$ cat config.mk
export PLATFORM = sky130hd
export DESIGN_NAME = stuffed_frame_builder_top
export DESIGN_NICKNAME = d
export VERILOG_FILES = /design/src/hdl/sfb_pkg.sv /design/src/hdl/sfb_front.sv /design/src/hdl/sfb_queue.sv /design/src/hdl/sfb_back.sv /design/src/hdl/stuffed_frame_builder_top.sv
export VERILOG_INCLUDE_DIRS = /design/src /design/src/hdl
export SDC_FILE = /design/constraint.sdc
export NUM_CORES = 1
export LEC_CHECK = 0
export ABC_AREA = 1
export ABC_CLOCK_PERIOD_IN_PS = 6300
export BUFFER_PORTS_ARGS = -buffer_cell sky130_fd_sc_hd__buf_4
export CORE_UTILIZATION = 25
export DETAILED_ROUTE_END_ITERATION = 10
export PLACE_DENSITY = 0.44
export SYNTH_ARGS = -nofsm -noshare
export SYNTH_HDL_FRONTEND = slang
export SYNTH_SLANG_ARGS = --single-unit
$ cat constraint.sdc
create_clock -name clk -period 6.3 [get_ports clk]
set_clock_uncertainty 0.2 [all_clocks]
set_input_delay 0.63 -clock clk [delete_from_list [all_inputs] [get_ports clk]]
set_output_delay 0.63 -clock clk [all_outputs]
set_load 0.005 [all_outputs]
$ cat src/hdl/assert_macros.svh
// assertion macros shared by the framer modules
`ifndef ASSERT_MACROS_SVH
`define ASSERT_MACROS_SVH

// concurrent check on a clock, switched off while reset is asserted
`define SFB_ASSERT(label, clk, rst_n, prop, msg) \
	label: assert property (@(posedge clk) disable iff (!rst_n) (prop)) else $error(msg);

// implication check: when cond holds, expr must hold in the same cycle
`define SFB_ASSERT_IMP(label, clk, rst_n, cond, expr, msg) \
	`SFB_ASSERT(label, clk, rst_n, (cond) |-> (expr), msg)

`endif

$ cat src/hdl/sfb_pkg.sv
// types and constants of the stuffed frame builder
package sfb_pkg;

	localparam int unsigned BYTE_W  = 8;
	localparam int unsigned INDEX_W = 3;

	// configuration register indexes
	localparam logic [INDEX_W-1:0] REG_FLAG    = 3'd0;
	localparam logic [INDEX_W-1:0] REG_ESCAPE  = 3'd1;
	localparam logic [INDEX_W-1:0] REG_ADDRESS = 3'd2;
	localparam logic [INDEX_W-1:0] REG_CTRL_EV = 3'd3;
	localparam logic [INDEX_W-1:0] REG_CTRL_OD = 3'd4;

	// reset values of the registers
	localparam logic [BYTE_W-1:0] FLAG_RST    = 8'd126;
	localparam logic [BYTE_W-1:0] ESCAPE_RST  = 8'd125;
	localparam logic [BYTE_W-1:0] ADDRESS_RST = 8'd3;
	localparam logic [BYTE_W-1:0] CTRL_EV_RST = 8'd0;
	localparam logic [BYTE_W-1:0] CTRL_OD_RST = 8'd64;

	// xor applied to the byte after an escape
	localparam logic [BYTE_W-1:0] STUFF_MASK = 8'h20;

	// configuration seen by front and back
	typedef struct packed {
		logic [BYTE_W-1:0] flag;
		logic [BYTE_W-1:0] escape;
		logic [BYTE_W-1:0] address;
		logic [BYTE_W-1:0] ctrl_even;
		logic [BYTE_W-1:0] ctrl_odd;
	} cfg_t;

	// one classified payload beat, as queued between front and back
	typedef struct packed {
		logic [BYTE_W-1:0] data;
		logic              last;
		logic              open;
		logic [BYTE_W-1:0] ctrl;
		logic [BYTE_W-1:0] chk;
	} rec_t;

	// emission steps of the back end
	typedef enum logic [2:0] {
		ST_START,
		ST_OPEN,
		ST_ADDR,
		ST_CTRL,
		ST_HCS,
		ST_DATA,
		ST_CHECK,
		ST_CLOSE
	} step_t;

endpackage

$ cat src/hdl/sfb_front.sv
// front end: accepts payload beats and tracks frame state
module sfb_front
	import sfb_pkg::*;
(
	input  logic              clk,
	input  logic              arst_n,
	input  cfg_t              cfg,
	input  logic              push,
	input  logic              q_full,
	input  logic [BYTE_W-1:0] payload_byte,
	input  logic              frame_last,
	output logic              q_push,
	output rec_t              q_rec
);

	logic              inside_q;
	logic              seq_q;
	logic [BYTE_W-1:0] pc_q;
	logic [BYTE_W-1:0] chk;

	// classify the incoming beat
	assign q_push = push && !q_full;
	assign chk    = (inside_q ? pc_q : '0) ^ payload_byte;

	always_comb begin
		q_rec.data = payload_byte;
		q_rec.last = frame_last;
		q_rec.open = !inside_q;
		q_rec.ctrl = seq_q ? cfg.ctrl_odd : cfg.ctrl_even;
		q_rec.chk  = chk;
	end

	// frame state
	always_ff @(posedge clk or negedge arst_n) begin
		if (!arst_n) begin
			inside_q <= 1'b0;
			seq_q    <= 1'b0;
			pc_q     <= '0;
		end else if (q_push) begin
			if (!inside_q) begin
				seq_q <= !seq_q;
			end
			inside_q <= !frame_last;
			pc_q     <= frame_last ? '0 : chk;
		end
	end

endmodule

$ cat src/hdl/sfb_queue.sv
// short queue of classified beats between front and back
`include "assert_macros.svh"
module sfb_queue
	import sfb_pkg::*;
#(
	parameter int unsigned DEPTH = 4
)
(
	input  logic clk,
	input  logic arst_n,
	input  logic push,
	input  rec_t wr_rec,
	output logic full,
	input  logic pop,
	output rec_t rd_rec,
	output logic valid
);

	localparam int unsigned PW = $clog2(DEPTH);
	localparam int unsigned CW = $clog2(DEPTH + 1);

	rec_t          mem_q [DEPTH];
	logic [PW-1:0] wr_q;
	logic [PW-1:0] rd_q;
	logic [CW-1:0] cnt_q;
	logic          do_push;
	logic          do_pop;
	logic          grow;

	assign full    = (cnt_q == CW'(DEPTH));
	assign valid   = (cnt_q != '0);
	assign do_push = push && !full;
	assign do_pop  = pop && valid;
	assign grow    = do_push && !do_pop;
	assign rd_rec  = mem_q[rd_q];

	// storage
	always_ff @(posedge clk) begin
		if (do_push) begin
			mem_q[wr_q] <= wr_rec;
		end
	end

	// pointers and fill count
	always_ff @(posedge clk or negedge arst_n) begin
		if (!arst_n) begin
			wr_q  <= '0;
			rd_q  <= '0;
			cnt_q <= '0;
		end else begin
			if (do_push) begin
				wr_q <= (wr_q == PW'(DEPTH - 1)) ? '0 : wr_q + PW'(1);
			end
			if (do_pop) begin
				rd_q <= (rd_q == PW'(DEPTH - 1)) ? '0 : rd_q + PW'(1);
			end
			if (grow) begin
				cnt_q <= cnt_q + CW'(1);
			end else if (do_pop && !do_push) begin
				cnt_q <= cnt_q - CW'(1);
			end
		end
	end

	`SFB_ASSERT(a_cnt_bound, clk, arst_n, cnt_q <= CW'(DEPTH), "queue count beyond depth")
	`SFB_ASSERT(a_cnt_push, clk, arst_n, grow |=> (cnt_q == $past(cnt_q) + CW'(1)), "missed push")

endmodule

$ cat src/hdl/sfb_back.sv
// back end: expands each beat into stuffed line bytes
`include "assert_macros.svh"
module sfb_back
	import sfb_pkg::*;
(
	input  logic              clk,
	input  logic              arst_n,
	input  cfg_t              cfg,
	input  logic              q_valid,
	input  rec_t              q_rec,
	output logic              q_pop,
	input  logic              pop,
	output logic              empty,
	output logic [BYTE_W-1:0] line_byte,
	output logic              frame_done,
	output logic              run_last
);

	step_t             step_q;
	step_t             step_d;
	step_t             cur;
	step_t             nxt;
	logic              esc_pend_q;
	logic              esc_pend_d;
	logic              out_valid_q;
	logic              adv;
	logic              stuffable;
	logic              need_esc;
	logic              fin_byte;
	logic              item_end;
	logic [BYTE_W-1:0] byte_sel;
	logic [BYTE_W-1:0] byte_out;

	assign empty = !out_valid_q;
	assign adv   = q_valid && (!out_valid_q || pop);

	// step sequencing and byte choice
	always_comb begin
		if (step_q == ST_START) begin
			cur = q_rec.open ? ST_OPEN : ST_DATA;
		end else begin
			cur = step_q;
		end
		stuffable = 1'b1;
		case (cur)
			ST_OPEN: begin
				byte_sel  = cfg.flag;
				stuffable = 1'b0;
				nxt       = ST_ADDR;
			end
			ST_ADDR: begin
				byte_sel = cfg.address;
				nxt      = ST_CTRL;
			end
			ST_CTRL: begin
				byte_sel = q_rec.ctrl;
				nxt      = ST_HCS;
			end
			ST_HCS: begin
				byte_sel = cfg.address ^ q_rec.ctrl;
				nxt      = ST_DATA;
			end
			ST_DATA: begin
				byte_sel = q_rec.data;
				nxt      = q_rec.last ? ST_CHECK : ST_START;
			end
			ST_CHECK: begin
				byte_sel = q_rec.chk;
				nxt      = ST_CLOSE;
			end
			ST_CLOSE: begin
				byte_sel  = cfg.flag;
				stuffable = 1'b0;
				nxt       = ST_START;
			end
			default: begin
				byte_sel  = cfg.flag;
				stuffable = 1'b0;
				nxt       = ST_START;
			end
		endcase
		need_esc = stuffable && ((byte_sel == cfg.flag) || (byte_sel == cfg.escape));
		fin_byte = esc_pend_q || !need_esc;
		item_end = fin_byte && (nxt == ST_START);
		if (esc_pend_q) begin
			byte_out = byte_sel ^ STUFF_MASK;
		end else if (need_esc) begin
			byte_out = cfg.escape;
		end else begin
			byte_out = byte_sel;
		end
		step_d     = step_q;
		esc_pend_d = esc_pend_q;
		if (adv) begin
			esc_pend_d = !fin_byte;
			if (fin_byte) begin
				step_d = nxt;
			end else begin
				step_d = cur;
			end
		end
		q_pop = adv && item_end;
	end

	// sequencer state
	always_ff @(posedge clk or negedge arst_n) begin
		if (!arst_n) begin
			step_q     <= ST_START;
			esc_pend_q <= 1'b0;
		end else begin
			step_q     <= step_d;
			esc_pend_q <= esc_pend_d;
		end
	end

	// output register
	always_ff @(posedge clk or negedge arst_n) begin
		if (!arst_n) begin
			out_valid_q <= 1'b0;
		end else if (adv) begin
			out_valid_q <= 1'b1;
		end else if (pop) begin
			out_valid_q <= 1'b0;
		end
	end

	always_ff @(posedge clk) begin
		if (adv) begin
			line_byte  <= byte_out;
			frame_done <= fin_byte && (cur == ST_CLOSE);
			run_last   <= item_end;
		end
	end

	`SFB_ASSERT_IMP(a_esc_has_item, clk, arst_n, esc_pend_q, q_valid, "escape pending with no beat queued")

endmodule

$ cat src/hdl/stuffed_frame_builder_top.sv
// top level of the stuffed frame builder
//
// Payload beats enter on a queue-style port: a beat is taken at a clock
// edge with push high and full low, frame_last marking the frame's end.
// Line bytes leave on a second queue-style port: the oldest byte shows on
// line_byte, frame_done and run_last while empty is low, and is taken at
// an edge with pop high. The first beat of a frame brings the opening flag
// and header, the last beat the payload check and closing flag; stuffed
// bytes come out as escape then byte xor 0x20.
// Registers are written over cfg_valid/cfg_ready, index and data; ready is
// always high, writes are meant only while the block is idle.
// A beat's first byte passes through the queue, then the back end's output
// register. The sequencer gives one line byte per cycle while a beat waits
// and the receiver keeps up; each beat makes 1 to 12 line bytes.
// The front end keeps taking beats into a DEPTH-entry queue while the back
// end works; when the receiver stalls the output register holds and the
// queue fills, then full rises.
// Reset closes any open frame, clears the sequence bit and payload check,
// empties the queue and restores register defaults.
`include "assert_macros.svh"
module stuffed_frame_builder_top
	import sfb_pkg::*;
#(
	parameter int unsigned DEPTH = 4
)
(
	input  logic               clk,
	input  logic               arst_n,
	input  logic               push,
	output logic               full,
	input  logic [BYTE_W-1:0]  payload_byte,
	input  logic               frame_last,
	input  logic               pop,
	output logic               empty,
	output logic [BYTE_W-1:0]  line_byte,
	output logic               frame_done,
	output logic               run_last,
	input  logic               cfg_valid,
	output logic               cfg_ready,
	input  logic [INDEX_W-1:0] cfg_index,
	input  logic [BYTE_W-1:0]  cfg_data
);

	cfg_t cfg_q;
	logic f_push;
	rec_t f_rec;
	logic q_valid;
	rec_t q_rec;
	logic q_pop;

	assign cfg_ready = 1'b1;

	// configuration registers
	always_ff @(posedge clk or negedge arst_n) begin
		if (!arst_n) begin
			cfg_q.flag      <= FLAG_RST;
			cfg_q.escape    <= ESCAPE_RST;
			cfg_q.address   <= ADDRESS_RST;
			cfg_q.ctrl_even <= CTRL_EV_RST;
			cfg_q.ctrl_odd  <= CTRL_OD_RST;
		end else if (cfg_valid && cfg_ready) begin
			case (cfg_index)
				REG_FLAG:    cfg_q.flag      <= cfg_data;
				REG_ESCAPE:  cfg_q.escape    <= cfg_data;
				REG_ADDRESS: cfg_q.address   <= cfg_data;
				REG_CTRL_EV: cfg_q.ctrl_even <= cfg_data;
				REG_CTRL_OD: cfg_q.ctrl_odd  <= cfg_data;
				default: begin
				end
			endcase
		end
	end

	// front end
	sfb_front u_front (
		.clk          (clk),
		.arst_n       (arst_n),
		.cfg          (cfg_q),
		.push         (push),
		.q_full       (full),
		.payload_byte (payload_byte),
		.frame_last   (frame_last),
		.q_push       (f_push),
		.q_rec        (f_rec)
	);

	// decoupling queue
	sfb_queue #(
		.DEPTH (DEPTH)
	) u_queue (
		.clk    (clk),
		.arst_n (arst_n),
		.push   (f_push),
		.wr_rec (f_rec),
		.full   (full),
		.pop    (q_pop),
		.rd_rec (q_rec),
		.valid  (q_valid)
	);

	// back end
	sfb_back u_back (
		.clk        (clk),
		.arst_n     (arst_n),
		.cfg        (cfg_q),
		.q_valid    (q_valid),
		.q_rec      (q_rec),
		.q_pop      (q_pop),
		.pop        (pop),
		.empty      (empty),
		.line_byte  (line_byte),
		.frame_done (frame_done),
		.run_last   (run_last)
	);

	`SFB_ASSERT_IMP(a_close_ends_run, clk, arst_n, !empty && frame_done, run_last, "close not last")

endmodule
# Word level (Yosys, flattened, before mapping)
# Memory sizes are Yosys's and may differ from the RTL's.
# Cells that the tools add are included.
[totals]
memories = 1
regBits = 72
ram_bits = 104
word_cells = 97
[classes]
reduce_logical = 35
muxes = 20
eq_ne = 16
addsub = 4
n_bitwise = 4
[memory_table]
columns = ["name", "words", "word_bits", "rd", "rd_ports_with_merged_regs", "write_ports", "line_no", "text"]
rows = [
  ["u_queue.mem_q", 4, 26, 1, 0, 1, "sfb_queue.sv:22", "rec_t mem_q [DEPTH];"],
]
[ops]
columns = ["op", "n"]
rows = [
  ["$mux 8", 5],
  ["$pmux 8 s5", 1],
  ["$eq 3x3->1 const B", 6],
  ["$mux 3", 6],
  ["$pmux 3 s6", 1],
  ["$eq 8x8->1", 2],
  ["$xor 8x8->8", 2],
  ["$eq 3x2->1 const B", 4],
  ["$reduce_and 2->1", 6],
  ["$logic_and 1x1->1", 10],
  ["$logic_not 1->1", 9],
  ["$logic_not 3->1", 3],
  ["$eq 3x1->1 const B", 2],
  ["$mux 1", 5],
  ["$reduce_or 5->1", 1],
  ["$add 2x1->2 const B", 2],
  ["$eq 2x2->1 const B", 2],
  ["$mux 2", 2],
  ["$reduce_bool 2->1", 2],
  ["$add 3x1->3 const B", 1],
  ["$logic_or 1x1->1", 3],
  ["$reduce_bool 3->1", 1],
  ["$sub 3x1->3 const B", 1],
  ["$not 1->1", 2],
]

# Logic depth before layout (Yosys ltp)
# Gate-level depths: netlist of run 1.
# An unclocked memory read counts as a cell.
[depth]
word_depth = 16
ltp_mapped = 26

# By module
# A second synthesis of run 1 with hierarchy kept.
[unflattened]
hier_cells = 980
hier_area_um2 = 9016.1
[modules_own_cells]
columns = ["mod", "seq_area_each_um2", "n_inst", "area_each_um2", "cells_per_inst"]
rows = [
  ["sfb_queue", 3298.2, 1, 4699.5, 363],
  ["sfb_back", 425.4, 1, 1815.5, 311],
  ["stuffed_frame_builder_top", 1019.7, 1, 1687.9, 184],
  ["sfb_front", 250.2, 1, 813.3, 122],
]

# Least setup slack after synthesis of run 1
# No wires, ideal clock.
[synth_path]
path_kind = "register to register"
startpoint = "reg u_queue.rd_q[0]"
endpoint = "reg u_queue.cnt_q[2]"
stages_incl_launch_ff = 24
path_slack_ps = 2931
arrival_ps = 3038
required_ps = 5969
period_less_slack_ps = 3369
cell_sequence = "dfrtp_1 > inv_1 > buf_4 > buf_2 > nand2_1 > nand3_1 > nand2_1 > a21oi_1 > nand3_1 > nor2_1 > nor2_1 > nor2_1 > nand2_1 > nor2_1 > nand3_1 > nand2_2 > nand3_4 > nand3_1 > ha_1 > inv_1 > fa_1 > a21oi_1 > o21ai_0 > xor2_1"
[synth_between]
elab_chain_cells = 16
[synth_lines]
columns = ["element", "line_no", "text"]
rows = [
  ["start: declaration", "sfb_queue.sv:24", "logic [PW-1:0] rd_q;"],
  ["start signal: assignment", "sfb_queue.sv:55", "rd_q <= (rd_q == PW'(DEPTH - 1)) ? '0 : rd_q + PW'(1);"],
  ["$mem_v2 4x26 (*)", "--", ""],
  ["$mux 3", "sfb_back.sv:40", "cur = q_rec.open ? ST_OPEN : ST_DATA;"],
  ["$mux 3", "sfb_back.sv:39", "if (step_q == ST_START) begin"],
  ["$eq 3x3->1 or $eq 3x2->1 (tied branches)", "sfb_back.sv:45", "case (cur)"],
  ["$pmux 8 s5", "sfb_back.sv:45", ""],
  ["$eq 8x8->1", "sfb_back.sv:82", "need_esc = stuffable && ((byte_sel == cfg.flag) || (byte_sel == cfg.escape));"],
  ["$logic_or 1x1->1", "sfb_back.sv:82", ""],
  ["$logic_and 1x1->1", "sfb_back.sv:82", ""],
  ["$logic_not 1->1", "sfb_back.sv:83", "fin_byte = esc_pend_q || !need_esc;"],
  ["$logic_or 1x1->1", "sfb_back.sv:83", ""],
  ["$logic_and 1x1->1 (*)", "sfb_back.sv:84", "item_end = fin_byte && (nxt == ST_START);"],
  ["$logic_and 1x1->1 (*)", "sfb_back.sv:102", "q_pop = adv && item_end;"],
  ["$logic_and 1x1->1 (*)", "sfb_queue.sv:33", "assign do_pop = pop && valid;"],
  ["$logic_not 1->1", "sfb_queue.sv:34", "assign grow = do_push && !do_pop;"],
  ["$logic_and 1x1->1", "sfb_queue.sv:34", ""],
  ["$mux 3 or $reduce_bool 2->1 (tied branches)", "--", ""],
  ["end signal: assignment", "sfb_queue.sv:58", "cnt_q <= cnt_q + CW'(1);"],
  ["end signal: assignment", "sfb_queue.sv:60", "cnt_q <= cnt_q - CW'(1);"],
  ["end: declaration", "sfb_queue.sv:25", "logic [CW-1:0] cnt_q;"],
]
# Mark *: on every way between the ends. The rest lies on a longest branch, timed or not.
# A chain may end at the register's enable or synchronous reset.

# Worst setup path after layout of run 1
# Ends and elaborated chain as after synthesis.

==> impl_metrics.ini, run 1 <==
[routing]
drc = 0
drt_iter0_drc = 425
post_drt_wl_per_cell_um = 15.1
routed_via_density = 4.27
via_count = 5821
ant_nets = 0
dr.pass1.iters = 5
wl_um = 20600

[pwr]
clock_power_share_pct = 23.1
leakagePower_uw = 0.00412
p_sw_uw = 1930
intPower_uw = 2760
seqPwrFrac_pct = 37.4
power_density_nw_per_um2 = 492
swShare_pct = 41.1
irDropWorstVdd_v = 0.000155
p_comb_share_pct = 39.4

[floorplanning]
rows = 65
fp.coreArea_sq_um = 31900
start_util_pct = 25.6
die_h_um = 183
ios = 38
die_area_sq_um = 33400
die_w_um = 183

[sta]
slew_viol_final = 0
setup_violations = 0
fin_crit_ns = 4.72
tightest_slew_ns = 0.876
finalSetupTns_ns = 0
holdWs_ns = 0.199
slew_headroom_pct = 41.6
fmax_mhz = 212
grt_setup_unrepaired = no
post-route-period-util_pct = 74.9
hold_viol = 0

[yosys]
synth_nets = 911
avgSynthCellArea_sq_um = 9.30
seq_area_frac_synth_pct = 61.1
yosys.cell_types.count = 37
synthCells = 879
synth_seq_cells = 176
ys_warn_count = 0
syn-cell-area_sq_um = 8170

[grt]
grt_pass1_vias = 5635
grt.overflow.total = 0
antenna_found_initial = 0
grt_use_total_pct = 13.0
grt_first_pass_wirelength_um = 32800
grt_max_degree = 59

[min_path]
holdPathEnd = u_back.out_valid_q$_DFFE_PN0P_
hold_class = in -> reg
holdCritStartpoint = pop
hold_depth = 2

[critical_path]
reg2reg_slack_ns = 1.58
arrival_ns = 4.83
end_kind = register
r2r-start = u_queue.rd_q[0]$_DFFE_PN0P_
reg2regPathDepth = 23
crit_fanout = 26
start_kind = register
crit_type = reg -> reg
crit_required_ns = 6.41
r2r-end = u_queue.cnt_q[2]$_DFFE_PN0P_

[clocking]
tritoncts = done
clock_latency_ns = 0.44
clk_pin_slew_worst_paths_ns = 0.07
clock-sinks = 176
cts_buffer_depth = 2
clock_tree.root_cell = clkbuf_16
cts_setup_buffers = 0
h-tree-depth = 4
cts_buffers = 17

[layout]
areaGrowthSynthToFinish_pct = 16.6
final_cells = 1363
drive_gt1_share_pct = 12.4
antenna_cells = 0
layout.nets = 947

[job]
cap_violations = 0

[placement]
place_congestion = 0.814
place_hpwl_um = 14000
dpl.cell_count = 1330
numPortBuffers = 36

[outcome]
status = completed
stage by stage:
step | total power, uW | instance area (sq um) | util (%) | setup WS (ns)
finish | 4690 | 9530 | 29.9 | 1.58
global route | 5050 | 9530 | 29.9 | 1.11
CTS | 4740 | 9530 | 29.9 | 1.56
detailed placement | 3640 | 8920 | 28.0 | 1.58
global placement | 3640 | 8920 | 28.0 | 1.61
floorplan | 3050 | 8170 | - | 2.93
worst max-delay path: stages (launching register included):
cell     delay [ns]
dfrtp_2        0.40
inv_1          0.63
nand2_1        0.10
nand3_1        0.11
nand2_1        0.08
nand2_1        0.06
nand2_1        0.24
nand2_1        0.24
nor2_1         0.06
nor2_1         0.32
nor2_1         0.07
nor2_1         0.10
nand2_1        0.06
nor2_1         0.11
nand3_1        0.11
nand2_2        0.11
nand3_4        0.21
nand3_1        0.26
ha_1           0.18
inv_1          0.08
fa_1           0.44
a21oi_1        0.15
o21ai_0        0.11
xor2_1         0.15
area by class of cell:
cell class	count	area [sq um]
flip-flops and latches	176	4990
repair buffers	47	355
well taps	435	544
clock inverters	13	155
fillers	3413	22300
multi-input cells	563	2630
inverters	110	413
clock buffers	19	443
cells in the final DEF (no fill, tap or decap), types with 2 or more instances in the layout:
master and count:
inv_1 107, inv_2 2, clkbuf_16 17, dfrtp_1 46
o21ai_2 4, a21oi_1 12, edfxtp_1 114, buf_4 46
ha_1 6, nand3_1 89, nand4_1 13, nand2_1 255
nand3b_1 3, inv_8 5, dfstp_2 15, nor2_1 69
nor2_2 6, o21ai_0 73, xor2_1 10, nand2_2 2
inv_6 6, o22ai_1 7
layer usage:
metal / up-vias / track usage, % / part of all wire (%)
met3: 22 / 2.32 / 3.5
li1: 2951 / - / -
met5: - / 0 / 0
met2: 115 / 21.1 / 48
met4: 0 / 4.43 / 1.8
met1: 2733 / 17.5 / 47
sequential cells by signal, summed over array words and instances (netlist names):
signal / cells
u_queue.mem_q: 104
u_back.step_q: 3
u_queue.wr_q: 2
u_back.line_byte: 8
u_front.seq_q: 1
u_queue.cnt_q: 3
u_back.frame_done: 1
u_front.pc_q: 8
u_back.out_valid_q: 1
u_front.inside_q: 1
u_queue.rd_q: 2
u_back.run_last: 1
u_back.esc_pend_q: 1
cfg_q: 40
cells by family (layout without fill, tap and decap cells):
group | Yosys count | count (layout) | synth area share, %
adder cells (fa/ha/maj) | 7 | 7 | 1.16
AO/OA/AOI/OAI | 101 | 101 | 6.71
flip-flops | 176 | 176 | 61.1
other | 1 | 1 | 0.0459
XOR/XNOR | 11 | 11 | 1.18
buffers and inverters | 140 | 189 | 6.97
AND/OR/NAND/NOR | 443 | 443 | 22.8
synthesized netlist by cell type, drive strengths merged:
master	n	area, sq um
fa	1	20.0
o22ai	7	43.8
xor2	10	87.6
nand2	258	981
a31oi	1	6.26
dfrtp	47	1180
nor2	76	298
o21ai	79	422
nand4	13	81.3
dfstp	15	394
edfxtp	114	3420
nor3	1	5.00
clkinv	1	3.75
clkbuf	13	48.8
o21a	1	7.51
a31o	1	8.76
nand3	91	473
conb	1	3.75
a21oi	12	60.1
xnor2	1	8.76
or2	1	6.26
buf	17	108
inv	109	409
nand3b	3	22.5
ha	6	75.1
power groups by stage:
stage / registers, uW / clock network [uW] / logic, uW
detailed placement: 1780 / 0 / 1860
CTS: 1760 / 1110 / 1870
global route: 1790 / 1150 / 2110
finish: 1750 / 1080 / 1850
global placement: 1780 / 0 / 1860
floorplan: 1730 / 0 / 1320
repair_timing:
action                    in CTS  in global routing
hold endpoints to repair       9                  0
hold buffers                   1                  0
resized for setup              0                  0
how the worst max path moves through the flow:
stage	from	to	slack (ns)	cells past startpoint
floorplan	u_queue.rd_q[0]$_DFFE_PN0P_	u_queue.cnt_q[2]$_DFFE_PN0P_	2.93	23
global placement	u_queue.rd_q[0]$_DFFE_PN0P_	u_queue.cnt_q[2]$_DFFE_PN0P_	1.61	23
detailed placement	u_queue.rd_q[0]$_DFFE_PN0P_	u_queue.cnt_q[2]$_DFFE_PN0P_	1.58	23
CTS	u_queue.rd_q[0]$_DFFE_PN0P_	u_queue.cnt_q[2]$_DFFE_PN0P_	1.56	23
global route	u_queue.rd_q[0]$_DFFE_PN0P_	u_queue.cnt_q[2]$_DFFE_PN0P_	1.11	25
finish	u_queue.rd_q[0]$_DFFE_PN0P_	u_queue.cnt_q[2]$_DFFE_PN0P_	1.58	23
No activity file was read; power rests on OpenSTA's default activity.
==> inputs of run 2 (changes only) <==
--- a/config.mk
+++ b/config.mk
@@ -6,8 +6,8 @@
 export SDC_FILE = /design/constraint.sdc
 export NUM_CORES = 1
 export LEC_CHECK = 0
-export ABC_AREA = 1
-export ABC_CLOCK_PERIOD_IN_PS = 6300
+export ABC_AREA = 0
+export ABC_CLOCK_PERIOD_IN_PS = 4900
 export BUFFER_PORTS_ARGS = -buffer_cell sky130_fd_sc_hd__buf_4
 export CORE_UTILIZATION = 25
 export DETAILED_ROUTE_END_ITERATION = 10
==> constraint.sdc (replaced) <==
create_clock -name clk -period 4.9 [get_ports clk]
set_clock_uncertainty 0.2 [all_clocks]
set_input_delay 0.49 -clock clk [delete_from_list [all_inputs] [get_ports clk]]
set_output_delay 0.49 -clock clk [all_outputs]
set_load 0.005 [all_outputs]
==> impl_metrics.ini, run 2 <==
[outcome]
status = complete, but fails checks
failed_checks = hold timing

[yosys]
yosys-top-cells-count = edfxtp_1 (114), nand2_1 (58), mux2_2 (50)
synth_top_family_by_area = multiplexers
async_flop_share_pct = 35.2
synth-edff-count = 114
synth-main-ff-cell = edfxtp_1
synth_fa_ha_area_share_pct = 1.12
syn-cell-area_sq_um = 8470
avgSynthCellArea_sq_um = 13.5
synth_compound_area_share_pct = 10.0
synth_xor_area_share_pct = 1.76
synth.most_common_cell = edfxtp_1
yosys.cell_types.count = 77
synth_area_leaders = edfxtp_1 (40%), dfrtp_1 (14%), mux2_2 (6.6%), mux2i_1 (5.2%), dfstp_2 (4.7%)
synthCells = 629
synth_nets = 661
synthSimpleGateAreaFrac_pct = 9.21
ys_warn_count = 0
seq_area_frac_synth_pct = 59.0
muxShareOfSynthArea_pct = 15.3
yosysTopAreaCellShare_pct = 40.4
synth_seq_cells = 176
synth_top_area_cell = edfxtp_1

[grt]
grt_use_total_pct = 13.5
antenna_found_initial = 0
grt_pass1_vias = 5415
grt_max_degree = 63
grt.overflow.total = 0
grt_first_pass_wirelength_um = 34300

[placement]
place_congestion = 0.839
postPlaceCellArea_sq_um = 9320
dp_slack_ns = 0.401
place_hpwl_um = 15800
numPortBuffers = 36

[job]
cap_violations = 0

[clocking]
tritoncts = done
cts_resized = 0
clock-sinks = 176
cts_buffers = 17
cts_buffer_depth = 2
clock_latency_ns = 0.44
ctsHoldBuffers = 0
h-tree-depth = 4
clk_pin_slew_worst_paths_ns = 0.07
cts_setup_buffers = 0
clock_tree.root_cell = clkbuf_16

[layout]
drive_gt1_share_pct = 27.1
regMostFlops = u_queue.mem_q
antenna_cells = 0
areaGrowthSynthToFinish_pct = 16.8
largest_register_ffs = 104
layout.nets = 714
final_area_sq_um = 9890
reg.largest.list = u_queue.mem_q x104, cfg_q x40
layout_commonest_cell = edfxtp_1
layout_common_cells = edfxtp_1 (114), buf_4 (59), nand2_1 (58)

[critical_path]
crit_required_ns = 5.07
crit_fanout = 19
crit_chain = buf_12 -> buf_4 -> mux2i_1 -> o22ai_1 -> a2111oi_2 -> o22a_1 -> o211ai_1 -> nor4_1 -> and4_4 -> a31oi_4 -> o211ai_2 -> ha_1 -> inv_1 -> fa_1 -> xor2_1 -> nor2_1 -> xor2_1
arrival_ns = 4.69
end_kind = register
cpMaxStageDelayCell = a2111oi_2
crit_type = reg -> reg
crit_path_frequent_cell = xor2_1
slowest_delay_ns = 0.49
critPathBufInv = 3
cpLargestDelayFamily = compound AO/OA/AOI/OAI gates
start_kind = register

[sta]
fin_crit_ns = 4.53
grt_setup_unrepaired = no
post-route-period-util_pct = 92.4
tightest_slew_ns = 0.893
holdWs_ns = -0.0497
setup_violations = 0
slew_headroom_pct = 40.5
fin_ws_ns = 0.371
finalSetupTns_ns = 0
slew_viol_final = 0
hold_viol = 23
fmax_mhz = 221

[routing]
post_drt_wl_per_cell_um = 18.9
routed_via_density = 4.55
dr.pass1.iters = 4
ant_nets = 0
drt_iter0_drc = 301
via_count = 5202
drc = 0
wl_um = 21700

[floorplanning]
die_w_um = 186
fp.coreArea_sq_um = 33400
die_area_sq_um = 34600
start_util_pct = 25.3
ios = 38
die_h_um = 186
rows = 67

[pwr]
leakagePower_uw = 0.00362
power_density_nw_per_um2 = 647
irDropWorstVdd_v = 0.000264

[min_path]
hold_class = in -> async
## run 2: changes by cell type after synthesis, sizes merged, moves of 44 or more
cell   change
inv       -81
mux2      +55
mux2i     +44
nand3     -87
nor2      -55
nand2    -199
## run 2: final timing paths
kind	cells past startpoint	startpoint	slack, ns	endpoint
worst min register to register	2	u_front.pc_q[6]$_DFFE_PN0P_	0.28	u_front.pc_q[6]$_DFFE_PN0P_
worst min-delay path	1	arst_n	-0.05	cfg_q[13]$_DFFE_PN0P_
max in group asynchronous	1	arst_n	3.87	u_queue.rd_q[0]$_DFFE_PN0P_
worst max register to register	17	u_queue.rd_q[0]$_DFFE_PN0P_	0.37	u_queue.cnt_q[2]$_DFFE_PN0P_
min in group clk	2	pop	0.04	u_back.out_valid_q$_DFFE_PN0P_
worst max-delay path	17	u_queue.rd_q[0]$_DFFE_PN0P_	0.37	u_queue.cnt_q[2]$_DFFE_PN0P_
## run 2: layout make-up
type / count / area (sq um)
well taps: 448 / 561
inverters: 28 / 105
multi-input cells: 398 / 3180
clock inverters: 14 / 144
fillers: 3394 / 23600
clock buffers: 18 / 429
repair buffers: 61 / 483
flip-flops and latches: 176 / 4990
## run 2: routing by layer
metal / routed length [um] / global-route usage [%] / share of wire (%)
met3: 872 / 2.19 / 4.0
met1: 10400 / 18.7 / 48
met4: 308 / 4.23 / 1.4
met2: 10100 / 21.5 / 47
met5: 0 / 0 / 0
## run 2: power by group
group          leakage (uW)  switching, uW  internal [uW]
logic               0.00157           1520           1200
clock network      0.000276            631            676
registers           0.00178            267           2100
## run 2: through the flow
stage | utilization (%) | instances | total power (uW)
3_3_place_gp | 27.9 | 1111 | 5170
2_1_floorplan | - | 629 | 4280
4_1_cts | 29.6 | 1143 | 6480
3_5_place_dp | 27.9 | 1111 | 5150
6_report | 29.6 | 1143 | 6400
5_1_grt | 29.6 | 1143 | 6810
## run 2: cell families after synthesis
family                     Yosys count
DFF                                176
and+or+nand+nor                    149
AOI/OAI and AO/OA                  115
muxes                              109
buffers and inverters               55
xor gates and xnor gates            17
adders and majority gates            7
other                                1
==> inputs of run 3 (changes only) <==
--- a/config.mk
+++ b/config.mk
@@ -9,9 +9,12 @@
 export ABC_AREA = 0
 export ABC_CLOCK_PERIOD_IN_PS = 4900
 export BUFFER_PORTS_ARGS = -buffer_cell sky130_fd_sc_hd__buf_4
+export CELL_PAD_IN_SITES_DETAIL_PLACEMENT = 1
+export CELL_PAD_IN_SITES_GLOBAL_PLACEMENT = 1
 export CORE_UTILIZATION = 25
 export DETAILED_ROUTE_END_ITERATION = 10
-export PLACE_DENSITY = 0.44
+export PLACE_DENSITY = 0.5
+export REMOVE_ABC_BUFFERS = 1
 export SYNTH_ARGS = -nofsm -noshare
 export SYNTH_HDL_FRONTEND = slang
 export SYNTH_SLANG_ARGS = --single-unit
==> impl_metrics.ini, run 3 (same netlist as run 2, synthesis figures left out) <==
[outcome]
status = completed

[layout]
final_cells = 1144
final_area_sq_um = 9920
largest_register_ffs = 104
layout.nets = 715
fill_cells = 3572
drive_gt1_share_pct = 27.6
layout_common_cells = edfxtp_1 (114), buf_4 (59), nand2_1 (58)
areaGrowthSynthToFinish_pct = 17.1
antenna_cells = 0
layout_commonest_cell = edfxtp_1
regMostFlops = u_queue.mem_q
reg.largest.list = u_queue.mem_q x104, cfg_q x40

[job]
cap_violations = 0

[placement]
numPortBuffers = 36
dpl.cell_count = 1111
dp_slack_ns = 0.199
postPlaceCellArea_sq_um = 9320
place_congestion = 0.821
place_hpwl_um = 17100

[floorplanning]
die_w_um = 186
fp.coreArea_sq_um = 33400
start_util_pct = 25.3
ios = 38
die_area_sq_um = 34600
rows = 67
die_h_um = 186

[critical_path]
cpMaxStageDelayCell = dfrtp_1
cpLargestDelayFamily = simple AND/OR/NAND/NOR gates
arrival_ns = 4.89
crit_chain = buf_12 -> mux4_2 -> nor4_1 -> a211o_1 -> and3b_2 -> and3_1 -> a2111oi_1 -> and4_4 -> a31oi_4 -> o211ai_2 -> ha_1 -> inv_1 -> fa_1 -> xor2_1 -> nor2_1 -> xor2_1
slowest_delay_ns = 0.66
crit_required_ns = 5.07
crit_type = reg -> reg
reg2reg_slack_ns = 0.18
critPathBufInv = 2
crit_fanout = 21
start_kind = register
crit_path_frequent_cell = xor2_1
end_kind = register

[clocking]
h-tree-depth = 4
tritoncts = done
clock-sinks = 176
cts_buffer_depth = 2
clock_tree.root_cell = clkbuf_16
clock_latency_ns = 0.44
cts_setup_buffers = 0
cts_buffers = 17
clk_pin_slew_worst_paths_ns = 0.07

[sta]
finalSetupTns_ns = 0
hold_viol = 0
tightest_slew_ns = 1.16
fin_crit_ns = 4.72
slew_viol_final = 0
fmax_mhz = 212
slew_headroom_pct = 22.2
post-route-period-util_pct = 96.4
fin_ws_ns = 0.177
setup_violations = 0

[routing]
ant_nets = 0
routed_via_density = 4.71
dr.pass1.iters = 4
wl_um = 23300
drc = 0
drt_iter0_drc = 331
via_count = 5384
post_drt_wl_per_cell_um = 20.4

[min_path]
hold_class = in -> reg

[grt]
grt_max_degree = 63
grt.overflow.total = 0
antenna_found_initial = 0
grt_pass1_vias = 5720
grt_use_total_pct = 14.5
grt_first_pass_wirelength_um = 35900

[pwr]
fin_total_pwr_uw = 6510
power_density_nw_per_um2 = 657
leakagePower_uw = 0.00362
irDropWorstVdd_v = 0.000278
-- run 3: layer usage --
metal  track usage, %  share of wire, %  up-vias  wire length (um)
li1                 -                 -     2487                 -
met1             18.9                48     2789             11100
met2             23.4                48       78             11200
met3             2.84               2.4       30               551
met4             5.64               2.3        0               528
met5                0                 0        -                 0
-- run 3: repair_timing --
action                                  4_1_cts  5_1_grt
endpoints found under the hold margin         4        0
resized for setup                             0        3
endpoints found under the setup margin        0        1
hold buffers                                  1        0
-- run 3: through the flow --
step	util, %	hold WS (ns)
after floorplan	-	-0.00559
after global placement	27.9	0.263
after detailed placement	27.9	0.271
after CTS	29.6	0.0142
after global routing	29.7	0.0260
final	29.7	0.0371
-- run 3: report_power, final --
part           switching [uW]  internal (uW)  total (uW)
logic                    1560           1220        2790
registers                 301           2100        2400
clock network             628            695        1320
-- run 3: path summary, 6_finish.rpt --
| check | to | startpoint | depth (start not counted) |
|---|---|---|---|
| max in group asynchronous | u_queue.rd_q[0]$_DFFE_PN0P_ | arst_n | 2 |
| hold / removal | u_back.out_valid_q$_DFFE_PN0P_ | pop | 2 |
| hold reg to reg | u_front.pc_q[7]$_DFFE_PN0P_ | u_front.pc_q[7]$_DFFE_PN0P_ | 2 |
| min in group asynchronous | cfg_q[12]$_DFFE_PN0P_ | arst_n | 2 |
| setup / recovery | u_queue.cnt_q[2]$_DFFE_PN0P_ | u_queue.rd_q[1]$_DFFE_PN0P_ | 16 |
| setup reg to reg | u_queue.cnt_q[2]$_DFFE_PN0P_ | u_queue.rd_q[1]$_DFFE_PN0P_ | 16 |
-- run 3: worst register-to-register path, stage by stage, from the launching register on --
cell       delay [ns]
dfrtp_1          0.66
buf_12           0.24
mux4_2           0.42
nor4_1           0.22
a211o_1          0.21
and3b_2          0.26
and3_1           0.17
a2111oi_1        0.39
and4_4           0.30
a31oi_4          0.04
o211ai_2         0.33
ha_1             0.26
inv_1            0.07
fa_1             0.43
xor2_1           0.16
nor2_1           0.12
xor2_1           0.18
-- run 3: cell type report --
| type | count | area (sq um) | share of cell area, % |
|---|---|---|---|
| Multi-Input combinational cell | 398 | 3190 | 32.2 |
| Timing Repair Buffer | 62 | 493 | 4.97 |
| Clock buffer | 18 | 450 | 4.54 |
| Clock inverter | 14 | 121 | 1.22 |
| Tap cell | 448 | 561 | 5.65 |
| Sequential cell | 176 | 5000 | 50.4 |
| Inverter | 28 | 105 | 1.06 |
